## config.mk

```make
export PLATFORM = sky130hd
export DESIGN_NAME = bit_stuffed_crc_frame_pulse_encoder
export DESIGN_NICKNAME = d
export VERILOG_FILES = /design/src/bscpe_pkg.sv /design/src/bscpe_chan_map.sv /design/src/bscpe_crc_ser.sv /design/src/bscpe_bit_seq.sv /design/src/bscpe_edge_gen.sv /design/src/bit_stuffed_crc_frame_pulse_encoder.sv
export SDC_FILE = /design/constraint.sdc
export NUM_CORES = 1
export LEC_CHECK = 0
export ABC_AREA = 0
export BUFFER_PORTS_ARGS = -buffer_cell sky130_fd_sc_hd__buf_4
export CAP_MARGIN = 20
export CORE_UTILIZATION = 30
export DETAILED_ROUTE_END_ITERATION = 7
export SKIP_CTS_REPAIR_TIMING = 1
export SYNTH_ARGS = -nofsm -noshare
export SYNTH_HDL_FRONTEND = slang
export SYNTH_SLANG_ARGS = --single-unit
```

## constraint.sdc

```tcl
create_clock -name clk_i -period 4.6 [get_ports clk_i]
set_clock_uncertainty 0.2 [all_clocks]
set_input_delay 0 -clock clk_i [delete_from_list [all_inputs] [get_ports clk_i]]
set_output_delay 0 -clock clk_i [all_outputs]
set_load 0.01 [all_outputs]
```

## src/bscpe_pkg.sv

```systemverilog
// Shared types and constants for the bit-stuffed CRC frame pulse encoder.
// No dependencies.
package bscpe_pkg;

  localparam logic [1:0] OP_START = 2'd0;
  localparam logic [1:0] OP_BYTE  = 2'd1;
  localparam logic [1:0] OP_PAIR  = 2'd2;
  localparam logic [1:0] OP_END   = 2'd3;

  localparam logic [1:0] CFG_MARK     = 2'd0;
  localparam logic [1:0] CFG_ZERO     = 2'd1;
  localparam logic [1:0] CFG_EXTRA    = 2'd2;
  localparam logic [1:0] CFG_END_MARK = 2'd3;

  localparam logic [7:0]  MARK_RST     = 8'd18;
  localparam logic [7:0]  ZERO_RST     = 8'd14;
  localparam logic [7:0]  EXTRA_RST    = 8'd16;
  localparam logic [15:0] END_MARK_RST = 16'd18010;

  localparam logic [15:0] CRC_POLY    = 16'h8408;
  localparam logic [13:0] CHAN_OFFSET = 14'd2250;
  localparam logic [2:0]  STUFF_RUN   = 3'd5;
  localparam logic [7:0]  FLAG_BYTE   = 8'h7E;

  typedef struct packed {
    logic [1:0]         op;
    logic [7:0]         data_byte;
    logic signed [11:0] first_channel;
    logic signed [11:0] second_channel;
  } in_item_t;

  typedef struct packed {
    logic [15:0] edge_time;
    logic        last_of_run;
  } out_item_t;

  // One line bit (or the closing end mark) handed to the edge timer.
  typedef struct packed {
    logic clr;   // restart line time at zero before this bit
    logic endm;  // emit the end mark edge instead of a bit
    logic one;
    logic last;  // final edge of this bit closes the transfer run
  } line_req_t;

endpackage

```

## src/bscpe_chan_map.sv

```systemverilog
// Channel pair mapping c = v*3/4 + offset, registered on load.
// Depends on bscpe_pkg.
module bscpe_chan_map
  import bscpe_pkg::*;
(
  input  logic               clk_i,
  input  logic               load_i,
  input  logic signed [11:0] first_i,
  input  logic signed [11:0] second_i,
  output logic [11:0]        chan0_o,
  output logic [11:0]        chan1_o
);

  function automatic logic [11:0] map_chan(logic signed [11:0] v);
    logic signed [13:0] triple;
    logic signed [13:0] biased;
    logic signed [13:0] scaled;
    logic [13:0]        sum;
    triple = {{2{v[11]}}, v} + {v[11], v, 1'b0};
    // bias negatives so the shift truncates toward zero
    biased = triple + (triple[13] ? 14'sd3 : 14'sd0);
    scaled = biased >>> 2;
    sum    = scaled + CHAN_OFFSET;
    return sum[11:0];
  endfunction

  logic [11:0] chan0_q, chan1_q;

  always_ff @(posedge clk_i) begin
    if (load_i) begin
      chan0_q <= map_chan(first_i);
      chan1_q <= map_chan(second_i);
    end
  end

  assign chan0_o = chan0_q;
  assign chan1_o = chan1_q;

endmodule

```

## src/bscpe_crc_ser.sv

```systemverilog
// Reflected CRC-16 (poly 0x8408), one bit per cycle, LSB first.
// Depends on bscpe_pkg.
module bscpe_crc_ser
  import bscpe_pkg::*;
(
  input  logic        clk_i,
  input  logic        rst_ni,
  input  logic        clear_i,
  input  logic        load_i,
  input  logic [7:0]  byte_i,
  output logic [15:0] crc_o
);

  localparam logic [3:0] BYTE_BITS = 4'd8;

  logic [15:0] crc_q;
  logic [7:0]  sh_q;
  logic [3:0]  cnt_q;
  logic        fb;

  assign fb = crc_q[0] ^ sh_q[0];

  always_ff @(posedge clk_i or negedge rst_ni) begin
    if (!rst_ni) begin
      crc_q <= '0;
      sh_q  <= '0;
      cnt_q <= '0;
    end else if (clear_i) begin
      crc_q <= '0;
      cnt_q <= '0;
    end else if (load_i) begin
      sh_q  <= byte_i;
      cnt_q <= BYTE_BITS;
    end else if (cnt_q != 4'd0) begin
      crc_q <= (crc_q >> 1) ^ (fb ? CRC_POLY : 16'd0);
      sh_q  <= sh_q >> 1;
      cnt_q <= cnt_q - 4'd1;
    end
  end

  assign crc_o = crc_q;

endmodule

```

## src/bscpe_bit_seq.sv

```systemverilog
// Item sequencer: byte queue, MSB-first bit shifter, zero stuffing, flags.
// Depends on bscpe_pkg; feeds bscpe_crc_ser and bscpe_edge_gen.
module bscpe_bit_seq
  import bscpe_pkg::*;
(
  input  logic        clk_i,
  input  logic        rst_ni,
  input  logic        in_valid_i,
  output logic        in_stall_o,
  input  in_item_t    in_data_i,
  input  logic [11:0] chan0_i,
  input  logic [11:0] chan1_i,
  input  logic [15:0] crc_i,
  output logic        crc_clear_o,
  output logic        crc_load_o,
  output logic [7:0]  crc_byte_o,
  output logic        req_valid_o,
  output line_req_t   req_o,
  input  logic        req_ready_i
);

  typedef enum logic [2:0] {
    S_IDLE, S_SETUP, S_LOAD, S_BITS, S_FLAG, S_ENDM
  } state_e;

  state_e      st_q;
  logic [1:0]  op_q;
  logic [7:0]  data_q;
  logic [23:0] bytes_q;
  logic [1:0]  nrem_q;
  logic [7:0]  sh_q;
  logic [2:0]  bit_cnt_q;
  logic        stuff_q;
  logic [2:0]  ones_q;
  logic [2:0]  fidx_q;
  logic        flag_q;
  logic        end_q;
  logic        clr_q;

  logic cur_one, will_stuff, byte_end, more_after;
  logic take;

  assign in_stall_o  = (st_q != S_IDLE);
  assign take        = req_valid_o && req_ready_i;
  assign cur_one     = !stuff_q && sh_q[7];
  assign will_stuff  = cur_one && (ones_q == STUFF_RUN - 3'd1);
  assign byte_end    = (bit_cnt_q == 3'd0) && (stuff_q || !will_stuff);
  assign more_after  = (nrem_q != 2'd0) || flag_q || end_q;

  assign crc_clear_o = (st_q == S_SETUP) && (op_q == OP_START);
  assign crc_load_o  = (st_q == S_LOAD);
  assign crc_byte_o  = bytes_q[7:0];

  always_comb begin
    req_valid_o = 1'b0;
    req_o       = '0;
    unique case (st_q)
      S_BITS: begin
        req_valid_o = 1'b1;
        req_o.one   = cur_one;
        req_o.last  = byte_end && !more_after;
      end
      S_FLAG: begin
        req_valid_o = 1'b1;
        req_o.clr   = clr_q;
        req_o.one   = FLAG_BYTE[3'd7 - fidx_q];
        req_o.last  = (fidx_q == 3'd7) && !end_q;
      end
      S_ENDM: begin
        req_valid_o = 1'b1;
        req_o.endm  = 1'b1;
        req_o.last  = 1'b1;
      end
      default: ;
    endcase
  end

  always_ff @(posedge clk_i or negedge rst_ni) begin
    if (!rst_ni) begin
      st_q      <= S_IDLE;
      op_q      <= OP_START;
      data_q    <= '0;
      bytes_q   <= '0;
      nrem_q    <= '0;
      sh_q      <= '0;
      bit_cnt_q <= '0;
      stuff_q   <= 1'b0;
      ones_q    <= '0;
      fidx_q    <= '0;
      flag_q    <= 1'b0;
      end_q     <= 1'b0;
      clr_q     <= 1'b0;
    end else begin
      unique case (st_q)
        S_IDLE: begin
          if (in_valid_i) begin
            op_q   <= in_data_i.op;
            data_q <= in_data_i.data_byte;
            st_q   <= S_SETUP;
          end
        end
        S_SETUP: begin
          unique case (op_q)
            OP_START: begin
              ones_q <= '0;
              clr_q  <= 1'b1;
              flag_q <= 1'b1;
              end_q  <= 1'b0;
              fidx_q <= '0;
              st_q   <= S_FLAG;
            end
            OP_BYTE: begin
              bytes_q <= {16'd0, data_q};
              nrem_q  <= 2'd1;
              flag_q  <= 1'b0;
              end_q   <= 1'b0;
              st_q    <= S_LOAD;
            end
            OP_PAIR: begin
              bytes_q <= {chan1_i[11:4], chan1_i[3:0], chan0_i[11:8], chan0_i[7:0]};
              nrem_q  <= 2'd3;
              flag_q  <= 1'b0;
              end_q   <= 1'b0;
              st_q    <= S_LOAD;
            end
            default: begin
              // end of frame: CRC low byte, high byte, flag, end mark
              bytes_q <= {8'd0, crc_i};
              nrem_q  <= 2'd2;
              flag_q  <= 1'b1;
              end_q   <= 1'b1;
              st_q    <= S_LOAD;
            end
          endcase
        end
        S_LOAD: begin
          sh_q      <= bytes_q[7:0];
          bytes_q   <= bytes_q >> 8;
          nrem_q    <= nrem_q - 2'd1;
          bit_cnt_q <= 3'd7;
          stuff_q   <= 1'b0;
          st_q      <= S_BITS;
        end
        S_BITS: begin
          if (take) begin
            if (will_stuff) begin
              ones_q  <= '0;
              stuff_q <= 1'b1;
            end else begin
              stuff_q <= 1'b0;
              ones_q  <= cur_one ? ones_q + 3'd1 : 3'd0;
              if (bit_cnt_q == 3'd0) begin
                if (nrem_q != 2'd0) begin
                  st_q <= S_LOAD;
                end else if (flag_q) begin
                  fidx_q <= '0;
                  st_q   <= S_FLAG;
                end else begin
                  st_q <= S_IDLE;
                end
              end else begin
                bit_cnt_q <= bit_cnt_q - 3'd1;
                sh_q      <= sh_q << 1;
              end
            end
          end
        end
        S_FLAG: begin
          if (take) begin
            clr_q <= 1'b0;
            if (fidx_q == 3'd7) begin
              st_q <= end_q ? S_ENDM : S_IDLE;
            end else begin
              fidx_q <= fidx_q + 3'd1;
            end
          end
        end
        S_ENDM: begin
          if (take) st_q <= S_IDLE;
        end
        default: st_q <= S_IDLE;
      endcase
    end
  end

endmodule

```

## src/bscpe_edge_gen.sv

```systemverilog
// Edge timer: line bit to mark and space edge times; holds the output register.
// Depends on bscpe_pkg.
module bscpe_edge_gen
  import bscpe_pkg::*;
(
  input  logic        clk_i,
  input  logic        rst_ni,
  input  logic [7:0]  mark_i,
  input  logic [7:0]  zero_i,
  input  logic [7:0]  extra_i,
  input  logic [15:0] end_mark_i,
  input  logic        req_valid_i,
  input  line_req_t   req_i,
  output logic        req_ready_o,
  output logic        out_valid_o,
  input  logic        out_stall_i,
  output out_item_t   out_data_o
);

  typedef enum logic [1:0] { PH_IDLE, PH_FIRST, PH_SECOND } phase_e;

  phase_e      ph_q;
  line_req_t   req_q;
  logic [8:0]  space_q;
  logic [15:0] time_q;
  logic        out_valid_q;
  out_item_t   out_q;

  logic        load_ok;
  logic [8:0]  space_d;
  logic [15:0] time_first_d, time_second_d;

  assign load_ok       = !out_valid_q || !out_stall_i;
  assign req_ready_o   = (ph_q == PH_IDLE) || ((ph_q == PH_SECOND) && load_ok);
  assign space_d       = {1'b0, zero_i} + (req_i.one ? {1'b0, extra_i} : 9'd0);
  assign time_first_d  = (req_q.clr ? 16'd0 : time_q) + {8'd0, mark_i};
  assign time_second_d = time_q + {7'd0, space_q};

  always_ff @(posedge clk_i or negedge rst_ni) begin
    if (!rst_ni) begin
      ph_q        <= PH_IDLE;
      req_q       <= '0;
      space_q     <= '0;
      time_q      <= '0;
      out_valid_q <= 1'b0;
      out_q       <= '0;
    end else begin
      // both edge phases load the output register whenever it is free
      if (load_ok) out_valid_q <= (ph_q == PH_FIRST) || (ph_q == PH_SECOND);
      unique case (ph_q)
        PH_IDLE: begin
          if (req_valid_i) begin
            req_q   <= req_i;
            space_q <= space_d;
            ph_q    <= PH_FIRST;
          end
        end
        PH_FIRST: begin
          if (load_ok) begin
            if (req_q.endm) begin
              // end mark leaves line time alone
              out_q <= '{edge_time: end_mark_i, last_of_run: 1'b1};
              ph_q  <= PH_IDLE;
            end else begin
              out_q  <= '{edge_time: time_first_d, last_of_run: 1'b0};
              time_q <= time_first_d;
              ph_q   <= PH_SECOND;
            end
          end
        end
        PH_SECOND: begin
          if (load_ok) begin
            out_q  <= '{edge_time: time_second_d, last_of_run: req_q.last};
            time_q <= time_second_d;
            if (req_valid_i) begin
              req_q   <= req_i;
              space_q <= space_d;
              ph_q    <= PH_FIRST;
            end else begin
              ph_q <= PH_IDLE;
            end
          end
        end
        default: ph_q <= PH_IDLE;
      endcase
    end
  end

  assign out_valid_o = out_valid_q;
  assign out_data_o  = out_q;

endmodule

```

## src/bit_stuffed_crc_frame_pulse_encoder.sv

```systemverilog
// Frame pulse encoder: start / byte / channel pair / end items in, edge times out.
// Start items go from setup straight to the flag; other items load a byte first.
// One edge per cycle unless stalled, two per line bit; byte loads overlap the prior bit.
// A new input transfer is taken once the sequencer has handed its last line bit or end
// mark to the edge timer; the last edges of the transfer may then still be going out.
// Reset: config to defaults, line time, CRC and ones run to zero; no clear pass.
module bit_stuffed_crc_frame_pulse_encoder
  import bscpe_pkg::*;
(
  input  logic        clk_i,
  input  logic        rst_ni,
  input  logic        in_valid_i,
  output logic        in_stall_o,
  input  in_item_t    in_data_i,
  output logic        out_valid_o,
  input  logic        out_stall_i,
  output out_item_t   out_data_o,
  input  logic        cfg_we_i,
  input  logic [1:0]  cfg_idx_i,
  input  logic [15:0] cfg_data_i
);

  logic [7:0]  mark_q, zero_q, extra_q;
  logic [15:0] end_mark_q;

  always_ff @(posedge clk_i or negedge rst_ni) begin
    if (!rst_ni) begin
      mark_q     <= MARK_RST;
      zero_q     <= ZERO_RST;
      extra_q    <= EXTRA_RST;
      end_mark_q <= END_MARK_RST;
    end else if (cfg_we_i) begin
      unique case (cfg_idx_i)
        CFG_MARK:  mark_q  <= cfg_data_i[7:0];
        CFG_ZERO:  zero_q  <= cfg_data_i[7:0];
        CFG_EXTRA: extra_q <= cfg_data_i[7:0];
        default:   end_mark_q <= cfg_data_i;
      endcase
    end
  end

  logic [11:0] chan0, chan1;
  logic [15:0] crc;
  logic        crc_clear, crc_load;
  logic [7:0]  crc_byte;
  logic        req_valid, req_ready;
  line_req_t   req;

  bscpe_chan_map u_chan_map (
    .clk_i    (clk_i),
    .load_i   (in_valid_i && !in_stall_o),
    .first_i  (in_data_i.first_channel),
    .second_i (in_data_i.second_channel),
    .chan0_o  (chan0),
    .chan1_o  (chan1)
  );

  bscpe_crc_ser u_crc (
    .clk_i   (clk_i),
    .rst_ni  (rst_ni),
    .clear_i (crc_clear),
    .load_i  (crc_load),
    .byte_i  (crc_byte),
    .crc_o   (crc)
  );

  bscpe_bit_seq u_seq (
    .clk_i       (clk_i),
    .rst_ni      (rst_ni),
    .in_valid_i  (in_valid_i),
    .in_stall_o  (in_stall_o),
    .in_data_i   (in_data_i),
    .chan0_i     (chan0),
    .chan1_i     (chan1),
    .crc_i       (crc),
    .crc_clear_o (crc_clear),
    .crc_load_o  (crc_load),
    .crc_byte_o  (crc_byte),
    .req_valid_o (req_valid),
    .req_o       (req),
    .req_ready_i (req_ready)
  );

  bscpe_edge_gen u_edge (
    .clk_i       (clk_i),
    .rst_ni      (rst_ni),
    .mark_i      (mark_q),
    .zero_i      (zero_q),
    .extra_i     (extra_q),
    .end_mark_i  (end_mark_q),
    .req_valid_i (req_valid),
    .req_i       (req),
    .req_ready_o (req_ready),
    .out_valid_o (out_valid_o),
    .out_stall_i (out_stall_i),
    .out_data_o  (out_data_o)
  );

endmodule
```

Word level (Yosys, flattened, before mapping):

Memories as Yosys holds them, arrays and structs flattened.
Index checks and enable logic that the tools add are counted.

* memory bits (read-only): 8
* input port bits: 57
* bits in writable memories: 0
* word-level logic and storage cells: 230
* flip-flop bits (word level): 201
* memories: 1
* output and inout port bits: 19
* bits in latches: 0

* $lt $le $gt $ge: 1
* eq/ne operators: 31
* bitwise logic cells: 4
* divide/modulo/power cells: 0
* $mul: 0
* muxes and demuxes: 84
* add/subtract/negate cells: 15
* reduce and logical (&&, ||, !) cells: 62
* shift operators: 0

Memories
* (name not given): depth 8, width 1, rd ports 1, clocked after memory_dff 0, wr ports 0, RTL line bscpe_bit_seq.sv:66 `req_o.one = FLAG_BYTE[3'd7 - fidx_q];`

Operators with widths (number)
* $mux W16: 8
* $mux W3: 25
* $pmux W24 S3: 1
* $mux W17: 3
* $mux W8: 6
* $pmux W24 S2: 1
* $pmux W17 S2: 1
* $pmux W16 S2: 1
* $add A12 B13 Y14: 2
* $add A14 B3 Y14: 2
* $add A12 B12 Y12 const B: 2
* $mux W4: 5
* $ne A2 B2 Y1 const B: 10
* $reduce_and A2 Y1: 10
* $mux W9: 2
* $pmux W3 S6: 1
* $pmux W9 S2: 1
* $reduce_bool A2 Y1: 9
* $add A16 B8 Y16: 1
* $add A16 B9 Y16: 1
* $ne A2 B1 Y1 const B: 8
* $pmux W8 S2: 1
* $xor A15 B16 Y16: 1
* $eq A3 B3 Y1 const B: 4
* 35 further kinds: 91

Logic depth before layout (Yosys ltp):

Gate-level depths: netlist of run 1.

* depth in word-level cells: 11
* mapped depth: 16

Modules after synthesis:

From an unflattened synthesis of run 1, not the netlist that was laid out.

* cell total of the unflattened synthesis: 1256
* area, all modules: 12281.8 um^2

By module, submodules not included
* bscpe_edge_gen: instances 1, area an instance 3824.9 um^2, cells an instance 466, sequential area each 1201.2 um^2
* bscpe_bit_seq: instances 1, area an instance 3236.9 um^2, cells an instance 341, sequential area each 1501.4 um^2
* bscpe_chan_map: instances 1, area an instance 2354.8 um^2, cells an instance 241, sequential area each 720.7 um^2
* bit_stuffed_crc_frame_pulse_encoder: instances 1, area an instance 1536.5 um^2, cells an instance 86, sequential area each 1017.2 um^2
* bscpe_crc_ser: instances 1, area an instance 1328.8 um^2, cells an instance 122, sequential area each 700.7 um^2

Least setup slack after synthesis of run 1:

OpenSTA, ideal clock, no wires.

* path type: register to register
* start: register u_seq.st_q[1]
* end: register u_edge.space_q[7]
* stages on the path, launching flop included: 15
* clock period less this slack: 2991 ps
* required time: 4331 ps
* arrival time: 2722 ps
* buffers on the path: 1
* library setup time: 69 ps
* path slack: 1609 ps
* cell sequence: dfrtp_1 > buf_1 > nand2_1 > nor2_1 > a31oi_1 > nand2b_1 > inv_1 > ha_1 > a21o_1 > a21o_1 > a21oi_1 > o21bai_1 > a21oi_1 > or4b_1 > nand3_1

* cells in the longest elaborated chain, start to end: 7
* elaborated cells on any way between the ends: 11
* classes of those cells: 1 x add/sub; 3 x eq/ne; 6 x mux; 1 x reduce/logical

RTL lines
* from (decl): RTL line bscpe_bit_seq.sv:26 `state_e st_q;`
* from (signal assigned): RTL line bscpe_bit_seq.sv:172 `st_q <= end_q ? S_ENDM : S_IDLE;`
* $eq A3 B3 Y1 or $eq A3 B2 Y1 (tied branches): RTL line bscpe_bit_seq.sv:57 `unique case (st_q)`
* $pmux W1 S2: RTL line bscpe_bit_seq.sv:57
* $mux W8: RTL line bscpe_edge_gen.sv:35 `assign space_d = {1'b0, zero_i} + (req_i.one ? {1'b0, extra_i} : 9'd0);`
* $add A8 B9 Y9: RTL line bscpe_edge_gen.sv:35
* $mux W9 (*): RTL line bscpe_edge_gen.sv:52, bscpe_edge_gen.sv:75
* $mux W9: RTL line bscpe_edge_gen.sv:72 `if (load_ok) begin`
* $pmux W9 S2 (*): RTL line bscpe_edge_gen.sv:50 `unique case (ph_q)`
* to (signal assigned): RTL line bscpe_edge_gen.sv:54 `space_q <= space_d;`
* to (signal assigned): RTL line bscpe_edge_gen.sv:77 `space_q <= space_d;`
* to (decl): RTL line bscpe_edge_gen.sv:24 `logic [8:0] space_q;`

Every way passes the cells marked *; elsewhere a longest branch is shown, timed or not. The select of a mux whose other input is x is not followed.
A chain may end at the register's enable or synchronous reset.

Final worst setup path of run 1:

* start: register u_seq.st_q[0]
* end: register u_edge.space_q[8]

Same word-level chain as after synthesis.

==> results of run 1 <==
registers in the layout (all words and copies together), names as in the netlist, 3 cells and up:
| signal | count |
|---|---|
| u_chan_map.chan0_o | 12 |
| u_chan_map.chan1_o | 12 |
| u_seq.data_q | 8 |
| end_mark_q | 16 |
| u_crc.crc_o | 16 |
| u_crc.cnt_q | 4 |
| zero_q | 8 |
| u_seq.bytes_q | 24 |
| u_edge.req_q | 3 |
| u_seq.sh_q | 8 |
| u_seq.bit_cnt_q | 3 |
| extra_q | 8 |
| u_edge.out_data_o | 17 |
| u_edge.space_q | 9 |
| u_crc.sh_q | 8 |
| u_seq.ones_q | 3 |
| u_edge.time_q | 16 |
| mark_q | 8 |
| u_seq.fidx_q | 3 |
| u_seq.st_q | 3 |
power by group:
group	switching, µW	internal [µW]	total, µW
combinational	2640	1880	4520
sequential	511	2510	3020
clock	788	750	1540
total	3940	5140	9080
synthesized netlist by cell type (5+ instances only):
master,n
dfrtp_1,163
nand2_1,136
o21ai_0,99
nor2_1,86
a21oi_1,70
ha_1,70
mux2_2,57
clkbuf_1,46
inv_1,41
xnor2_1,34
nand3_1,31
nor2b_1,27
nor3_1,25
xor2_1,25
edfxtp_1,24
a22oi_1,21
mux2i_1,18
a31oi_1,17
a21o_1,16
o211ai_1,15
o22ai_1,15
nand2b_1,14
o21a_1,14
dfstp_2,13
and3_1,12
and2_1,9
buf_1,8
o21ai_1,8
o31ai_1,8
a211oi_1,7
a221oi_1,6
or3_1,6
a211oi_2,5
a21boi_0,5
fa_1,5
nor4_1,5
layer usage:
metal	vias to the layer above	wire length, µm
li1	4718	-
met1	4530	13000
met2	142	13800
met3	30	831
met4	0	446
met5	-	0
worst min-delay path by stage:
stage,cells after the start,endpoint,start
5_1_grt,4,u_chan_map.chan1_o[9],in_data_i[10]
6_report,3,u_edge.time_q[10],rst_ni
2_1_floorplan,0,end_mark_q[0],rst_ni
4_1_cts,1,u_edge.time_q[13],rst_ni
3_5_place_dp,1,u_edge.time_q[13],rst_ni
3_3_place_gp,1,u_edge.time_q[13],rst_ni
critical path: cells and delay by family (launching register included):
| family | cells | cell delay [ns] |
|---|---|---|
| compound gates | 7 | 1.09 |
| simple gates | 5 | 0.96 |
| fa+ha+maj | 2 | 0.57 |
| buf+inv | 1 | 0.06 |
| flops | 1 | 0.61 |
layout make-up:
cell class / count / area (µm²) / share of cell area [%]
multi-input cells: 955 / 6620 / 46.4
flip-flops and latches: 200 / 5140 / 36.0
repair buffers: 128 / 1070 / 7.51
well taps: 525 / 657 / 4.60
clock buffers: 17 / 425 / 2.98
clock inverters: 15 / 199 / 1.39
inverters: 43 / 161 / 1.13
metrics by stage:
stage | cells | total power [µW] | setup WS, ns | instance area, µm²
after floorplan | 1260 | 6340 | 1.61 | 12200
after global placement | 1813 | 7460 | 1.16 | 13300
after detailed placement | 1813 | 7550 | 1.06 | 13300
after CTS | 1845 | 9120 | 1.01 | 13900
after global routing | 1883 | 9840 | 0.591 | 14300
final | 1883 | 9080 | 1.01 | 14300
logic make-up after synthesis:
| kind of cell | after synthesis | synth area share, % |
|---|---|---|
| adder cells (fa/ha/maj) | 75 | 8.01 |
| buffers and inverters | 105 | 3.49 |
| flip-flops | 200 | 42.2 |
| multiplexers | 75 | 6.74 |
| XOR/XNOR | 61 | 4.51 |
| AO/OA/AOI/OAI | 356 | 19.4 |
| AND/OR/NAND/NOR | 388 | 15.6 |
==> run_results.csv, run 1 <==
group,metric,value,unit
timing,hold_viol,13,
setup_path,rrSetupSlack,1.01,ns
floorplan,io_pins,76,
setup_path,critPathKind,"reg2reg",
setup_path,path_cells,"nor2b_1, nand2_1, nor2_1, a31oi_1, nor2b_1, ha_1, inv_1, fa_1, nor2b_1, o21ai_0, a21oi_1, o21ai_0, a21boi_0, o21ai_0, a21oi_1",
timing,finalSetupViolCount,0,
layout,final_nets,1477,
floorplan,core,39900,µm²
timing,fin_crit,3.59,ns
timing,fin_tns_setup,0,ns
logic_synthesis,synth_area_leaders,"dfrtp_1 (33%), ha_1 (7.2%), edfxtp_1 (5.9%)",
global_route,track_usage,13.8,%
placement,post-dp-hpwl,20600,µm
timing,fmax,279,MHz
status,violations,"hold timing",
global_route,antenna_found_initial,0,
clocking,clock-sinks,200,
floorplan,die_w,204,µm
setup_path,reg2reg_depth,15,
pwr,power_density,636,nW/µm²
logic_synthesis,synth_top_area_share,33.5,%
global_route,use_met3,2.81,%
setup_path,arrival,3.76,ns
setup_path,startpoint_type,"register",
logic_synthesis,postSynthCellCount,1260,
global_route,use_met1,17.3,%
setup_path,path_max_fanout,15,
logic_synthesis,synth_ff_type,"dfrtp_1",
timing,tightest_slew,0.996,ns
setup_path,r2r_start,"u_seq.st_q[0]",
logic_synthesis,ys_ff_latch,200,
logic_synthesis,syn_area,12200,µm²
route,routedWlPerCell,14.9,µm
layout,fillCellCount,4019,
setup_path,slowest_delay,0.61,ns
timing,rsz0062_at_grt,"false",
route,via_per_inst,5.00,
clocking,cts_buffers,17,
layout,area_growth_syn_to_layout,17.1,%
floorplan,die_y,204,µm
clocking,cts.htree.levels,4,
run,max_cap_violations,0,
global_route,grt_pass1_vias,9333,
clocking,cts_buffer_depth,2,
global_route,top_usage_layer,"met2",
logic_synthesis,synthesis.nets,1392,
setup_path,startpoint,"u_seq.st_q[0]",
logic_synthesis,yosys_warnings,0,
setup_path,r2r_end,"u_edge.space_q[8]",
layout,layout_common_cells,"dfrtp_1 (163), nand2_1 (136), o21ai_0 (98)",
status,run_status,"finished, violations left",
layout,drive_gt1_share,17.1,%
setup_path,crit_required,4.77,ns
pwr,max-vdd-ir-drop,0.000334,V
placement,port_buffers,75,
clocking,clk_latency,0.45,ns
timing,fin_crit_sh,78.0,%
layout,diodes,0,
logic_synthesis,synth.distinct_cells,92,
layout,layout_commonest_cell,"dfrtp_1",
floorplan,dieArea,41400,µm²
route,drc,0,
floorplan,row_count,73,
setup_path,cp_slowest_cell,"dfrtp_1",
placement,routabilityCongestion,0.853,
setup_path,endpoint_kind,"register",
global_route,grt_pass1_wl,46500,µm
logic_synthesis,synth_seq_area_share,42.2,%
clocking,root_buffer,"clkbuf_16",
worst_hold_path,worstHoldPathType,"in2async",
route,antenna_left,0,
logic_synthesis,ys_async_sr_fraction,88.0,%
route,vias,9420,
setup_path,crit_end,"u_edge.space_q[8]",
global_route,overflow,0,
route,first_pass_iters,5,
global_route,use_met2,23.7,%
layout,utilization,35.8,%
route,wirelength,28100,µm
logic_synthesis,synth.avg_cell_area,9.67,µm²
logic_synthesis,synth_top_area_cell,"dfrtp_1",
global_route,grt_start_max_net_pins,165,
clocking,cts_tree,"done",
clocking,clk_pin_slew_worst_paths,0.08,ns
floorplan,initial_core_util,30.5,%
route,drt_iter0_markers,557,
timing,maxSlewViolCount,0,
pwr,power_leakage,0.00604,µW
timing,hold_ws,-0.0384,ns
timing,slew_headroom,33.4,%
logic_synthesis,synth_edf_count,24,
Power figures use the tool's default switching activity.
==> run 2, diff against run 1 <==
==> constraint.sdc (replaced) <==
create_clock -name clk_i -period 3.3 [get_ports clk_i]
set_clock_uncertainty 0.2 [all_clocks]
set_input_delay 0 -clock clk_i [delete_from_list [all_inputs] [get_ports clk_i]]
set_output_delay 0 -clock clk_i [all_outputs]
set_load 0.01 [all_outputs]
==> run_results.csv, run 2 (synthesis gave the netlist of run 1 again) <==
group,metric,value,unit
pwr,power_leakage,0.00614,µW
timing,hold_ws,-0.0284,ns
timing,slew_headroom,34.9,%
layout,drive_gt1_share,18.2,%
timing,tightest_slew,0.973,ns
route,routedWlPerCell,15.1,µm
route,antenna_left,0,
floorplan,core,39900,µm²
setup_path,r2r_start,"u_seq.fidx_q[0]",
setup_path,startpoint,"u_seq.fidx_q[0]",
timing,maxSlewViolCount,0,
layout,instances_no_fill,1901,
status,violations,"hold timing",
global_route,antenna_found_initial,0,
clocking,clk_pin_slew_worst_paths,0.08,ns
placement,port_buffers,75,
route,vias,9576,
clocking,clock-sinks,200,
setup_path,crit_required,3.43,ns
floorplan,dieArea,41400,µm²
layout,final_nets,1495,
pwr,p_total,12800,µW
placement,post-dp-hpwl,21300,µm
setup_path,reg2reg_depth,16,
setup_path,path_max_fanout,8,
floorplan,die_y,204,µm
floorplan,die_w,204,µm
status,run_status,"finished, violations left",
timing,fmax,328,MHz
worst_hold_path,worstHoldPathType,"in2reg",
global_route,grt_pass1_vias,9195,
pwr,max-vdd-ir-drop,0.000419,V
layout,area_growth_syn_to_layout,18.5,%
floorplan,io_pins,76,
setup_path,startpoint_type,"register",
layout,seq_area,5140,µm²
clocking,clk_latency,0.45,ns
global_route,grt_start_max_net_pins,85,
clocking,root_buffer,"clkbuf_16",
setup_path,r2r_end,"u_edge.space_q[6]",
setup_path,arrival,3.18,ns
clocking,cts_buffers,17,
route,via_per_inst,5.04,
timing,hold_viol,1,
layout,diodes,0,
pwr,power_density,889,nW/µm²
layout,largest_register_ff_count,24,
route,drt_iter0_markers,656,
timing,fin_crit,3.05,ns
placement,place_inst,1827,
clocking,cts_tree,"done",
route,wirelength,28600,µm
global_route,track_usage,14.0,%
timing,finalSetupViolCount,0,
layout,multiInputGateArea,6620,µm²
route,first_pass_iters,6,
setup_path,endpoint_kind,"register",
timing,fin_tns_setup,0,ns
run,max_cap_violations,0,
timing,fin_crit_sh,92.4,%
route,drc,0,
layout,top_register,"u_seq.bytes_q",
setup_path,critPathKind,"reg2reg",
global_route,grt_pass1_wl,46900,µm
layout,layout_common_cells,"dfrtp_1 (162), nand2_1 (136), buf_4 (104)",
layout,layout_commonest_cell,"dfrtp_1",
floorplan,row_count,73,
clocking,cts_buffer_depth,2,
clocking,cts.htree.levels,4,
setup_path,crit_end,"u_edge.space_q[6]",
global_route,overflow,0,
layout,utilization,36.2,%
floorplan,initial_core_util,30.5,%
setup_path,rrSetupSlack,0.25,ns
layout,fillCellCount,4018,
placement,routabilityCongestion,0.838,
## run 2: worst max-delay path: stages (launching register included)
cell and delay, ns:
dfrtp_2 0.42, inv_1 0.06, ha_1 0.19, mux2i_1 0.14, a31oi_1 0.10, buf_4 0.17, nor2b_1 0.12, ha_1 0.18
inv_1 0.06, fa_1 0.39, nor2b_1 0.13, o21ai_0 0.11, a21oi_1 0.18, o21ai_0 0.13, a21boi_1 0.17, buf_4 0.13
o31ai_1 0.05
## run 2: metal layers
metal,share of wire [%],wire length [µm],GRT usage [%]
met5,0,0,0
met4,1.0,298,3.38
met3,3.3,959,2.49
met2,49,14100,24.2
met1,46,13200,17.9
## run 2: power by group
group          total, µW  switching (µW)  internal [µW]
sequential          4180             677           3500
combinational       6460            3730           2730
clock               2200            1100           1110
total              12800            5500           7340
## run 2: cell type report
class,instances,area share [%]
multi-input cells,955,45.9
flip-flops and latches,200,35.6
repair buffers,146,8.52
well taps,525,4.55
clock buffers,17,2.95
clock inverters,15,1.39
inverters,43,1.12
## run 2: how the worst min path moves through the flow
stage                   from                     end  slack [ns]  cells past startpoint
2_1_floorplan         rst_ni           end_mark_q[0]       -0.50                      0
3_3_place_gp          rst_ni   u_edge.out_data_o[13]       -0.19                      1
3_5_place_dp          rst_ni   u_edge.out_data_o[13]       -0.19                      1
4_1_cts               rst_ni   u_edge.out_data_o[12]       -0.68                      1
5_1_grt        in_data_i[22]  u_chan_map.chan0_o[10]       0.003                      5
6_report       in_data_i[22]  u_chan_map.chan0_o[10]       -0.03                      5
## run 2: through the flow
step	cell area [µm²]	setup WS [ns]
finish	14400	0.251
global route	14400	-0.00934
CTS	14000	0.0931
detailed placement	13400	0.139
global placement	13400	0.299
floorplan	12200	0.309
==> run 3, diff against run 2 <==
--- a/config.mk
+++ b/config.mk
@@ -10,6 +10,8 @@
 export CAP_MARGIN = 20
 export CORE_UTILIZATION = 30
 export DETAILED_ROUTE_END_ITERATION = 7
+export PLACE_DENSITY_LB_ADDON = 0.1
+export RECOVER_POWER = 25
 export SKIP_CTS_REPAIR_TIMING = 1
 export SYNTH_ARGS = -nofsm -noshare
 export SYNTH_HDL_FRONTEND = slang
==> run_results.csv, run 3 (synthesis gave the netlist of run 1 again) <==
group,metric,value,unit
global_route,grt_start_max_net_pins,82,
layout,final_nets,1495,
layout,largest_register_ff_count,24,
global_route,antenna_found_initial,0,
global_route,grt_pass1_wl,51600,µm
pwr,p_total,12900,µW
floorplan,initial_core_util,30.5,%
setup_path,arrival,3.01,ns
setup_path,endpoint_kind,"register",
timing,slew_headroom,-51.8,%
setup_path,path_cells,"dlygate4sd3_1, buf_4, ha_1, fa_1, a211oi_1, nor2_1, xor2_2, a21oi_1, nor3b_1, o211ai_1, xnor2_1",
pwr,power_leakage,0.00607,µW
pwr,power_density,901,nW/µm²
setup_path,critPathKind,"in2reg",
setup_path,startpoint_type,"input port",
floorplan,row_count,73,
worst_hold_path,hold_start,"in_data_i[13]",
setup_path,rrSetupSlack,0.30,ns
layout,drive_gt1_share,16.9,%
timing,fin_crit_sh,91.7,%
global_route,track_usage,15.7,%
floorplan,io_pins,76,
setup_path,path_max_fanout,4,
placement,place_inst,1829,
route,drt_iter0_markers,446,
timing,finalSetupViolCount,0,
pwr,max-vdd-ir-drop,0.000389,V
timing,fin_tns_setup,0,ns
global_route,overflow,0,
clocking,clock-sinks,200,
layout,layout_commonest_cell,"dfrtp_1",
layout,layout_common_cells,"dfrtp_1 (163), nand2_1 (136), o21ai_0 (97)",
route,via_per_inst,4.97,
timing,fmax,331,MHz
global_route,grt_pass1_vias,9595,
layout,diodes,0,
layout,multiInputGateArea,6650,µm²
clocking,cts_buffers,17,
timing,maxSlewViolCount,81,
floorplan,die_y,204,µm
placement,routabilityCongestion,0.777,
clocking,cts_tree,"done",
route,drc,0,
route,first_pass_iters,7,
worst_hold_path,worstHoldPathType,"in2reg",
floorplan,core,39900,µm²
placement,port_buffers,75,
setup_path,cp_slowest_cell,"dlygate4sd3_1",
setup_path,slowest_delay,0.54,ns
layout,instances_no_fill,1900,
timing,hold_viol,0,
status,run_status,"finished, violations left",
setup_path,r2r_end,"u_edge.space_q[6]",
clocking,cts_buffer_depth,2,
clocking,clk_pin_slew_worst_paths,0.07,ns
timing,tightest_slew,2.28,ns
worst_hold_path,whs_endpoint,"u_chan_map.chan0_o[0]",
route,antenna_left,0,
layout,top_register,"u_seq.bytes_q",
layout,area_growth_syn_to_layout,17.8,%
layout,fillCellCount,4086,
worst_hold_path,holdPathStages,5,
timing,fin_crit,3.03,ns
status,violations,"capacitance limit, slew limit",
layout,seq_area,5140,µm²
floorplan,dieArea,41400,µm²
route,routedWlPerCell,16.6,µm
clocking,cts.htree.levels,4,
route,wirelength,31500,µm
floorplan,die_w,204,µm
clocking,clk_latency,0.44,ns
setup_path,crit_required,3.29,ns
setup_path,reg2reg_depth,15,
placement,post-dp-hpwl,23400,µm
layout,utilization,36.0,%
run,max_cap_violations,1,
route,vias,9446,
clocking,root_buffer,"clkbuf_16",
setup_path,r2r_start,"u_seq.fidx_q[0]",
==> run 3: how the worst max path moves through the flow <==
| stage | start | to | slack, ns | depth (start not counted) |
|---|---|---|---|---|
| floorplan | u_seq.st_q[1] | u_edge.space_q[7] | 0.31 | 14 |
| global placement | u_seq.st_q[2] | u_edge.space_q[8] | 0.17 | 15 |
| detailed placement | u_seq.st_q[2] | u_edge.space_q[8] | 0.04 | 15 |
| CTS | u_seq.st_q[2] | u_edge.space_q[8] | -0.004 | 15 |
| global route | u_seq.fidx_q[0] | u_edge.space_q[8] | -0.01 | 15 |
| finish | in_data_i[0] | u_chan_map.chan1_o[10] | 0.27 | 11 |
==> run 3: final cells by class <==
| class | instances | area share, % |
|---|---|---|
| inverter | 43 | 1.12 |
| clock buffer | 24 | 3.43 |
| tap | 525 | 4.58 |
| sequential | 200 | 35.8 |
| multi-input combinational | 955 | 46.3 |
| clock inverter | 7 | 0.820 |
| timing repair buffer | 146 | 7.90 |
==> run 3: per-layer routing <==
metal	share of wire (%)	global-route usage, %	wire length [µm]
met1	47	20.5	14800
met2	50	27.1	15700
met3	2.1	2.43	653
met4	1.2	3.63	383
met5	0	0	0
==> run 3: critical path: cells and delay by family <==
| family | cells | cell delay, ns |
|---|---|---|
| simple gates | 2 | 0.58 |
| compound gates | 3 | 0.67 |
| fa+ha+maj | 2 | 0.66 |
| buf+inv | 2 | 0.68 |
| xor+xnor | 2 | 0.43 |
==> run 3: through the flow <==
stage,hold slack [ns],instance area [µm²],setup WS [ns]
4_1_cts,-0.561,14000,-0.00391
3_5_place_dp,-0.0766,13400,0.0393
3_3_place_gp,-0.0824,13400,0.167
5_1_grt,0.0289,14400,-0.0110
6_report,0.0210,14400,0.274
2_1_floorplan,-0.496,12200,0.309
==> run 3: power by group <==
part / switching (µW) / internal (µW) / total, µW
Clock: 963 / 1280 / 2240
Sequential: 678 / 3510 / 4180
Combinational: 3850 / 2660 / 6500
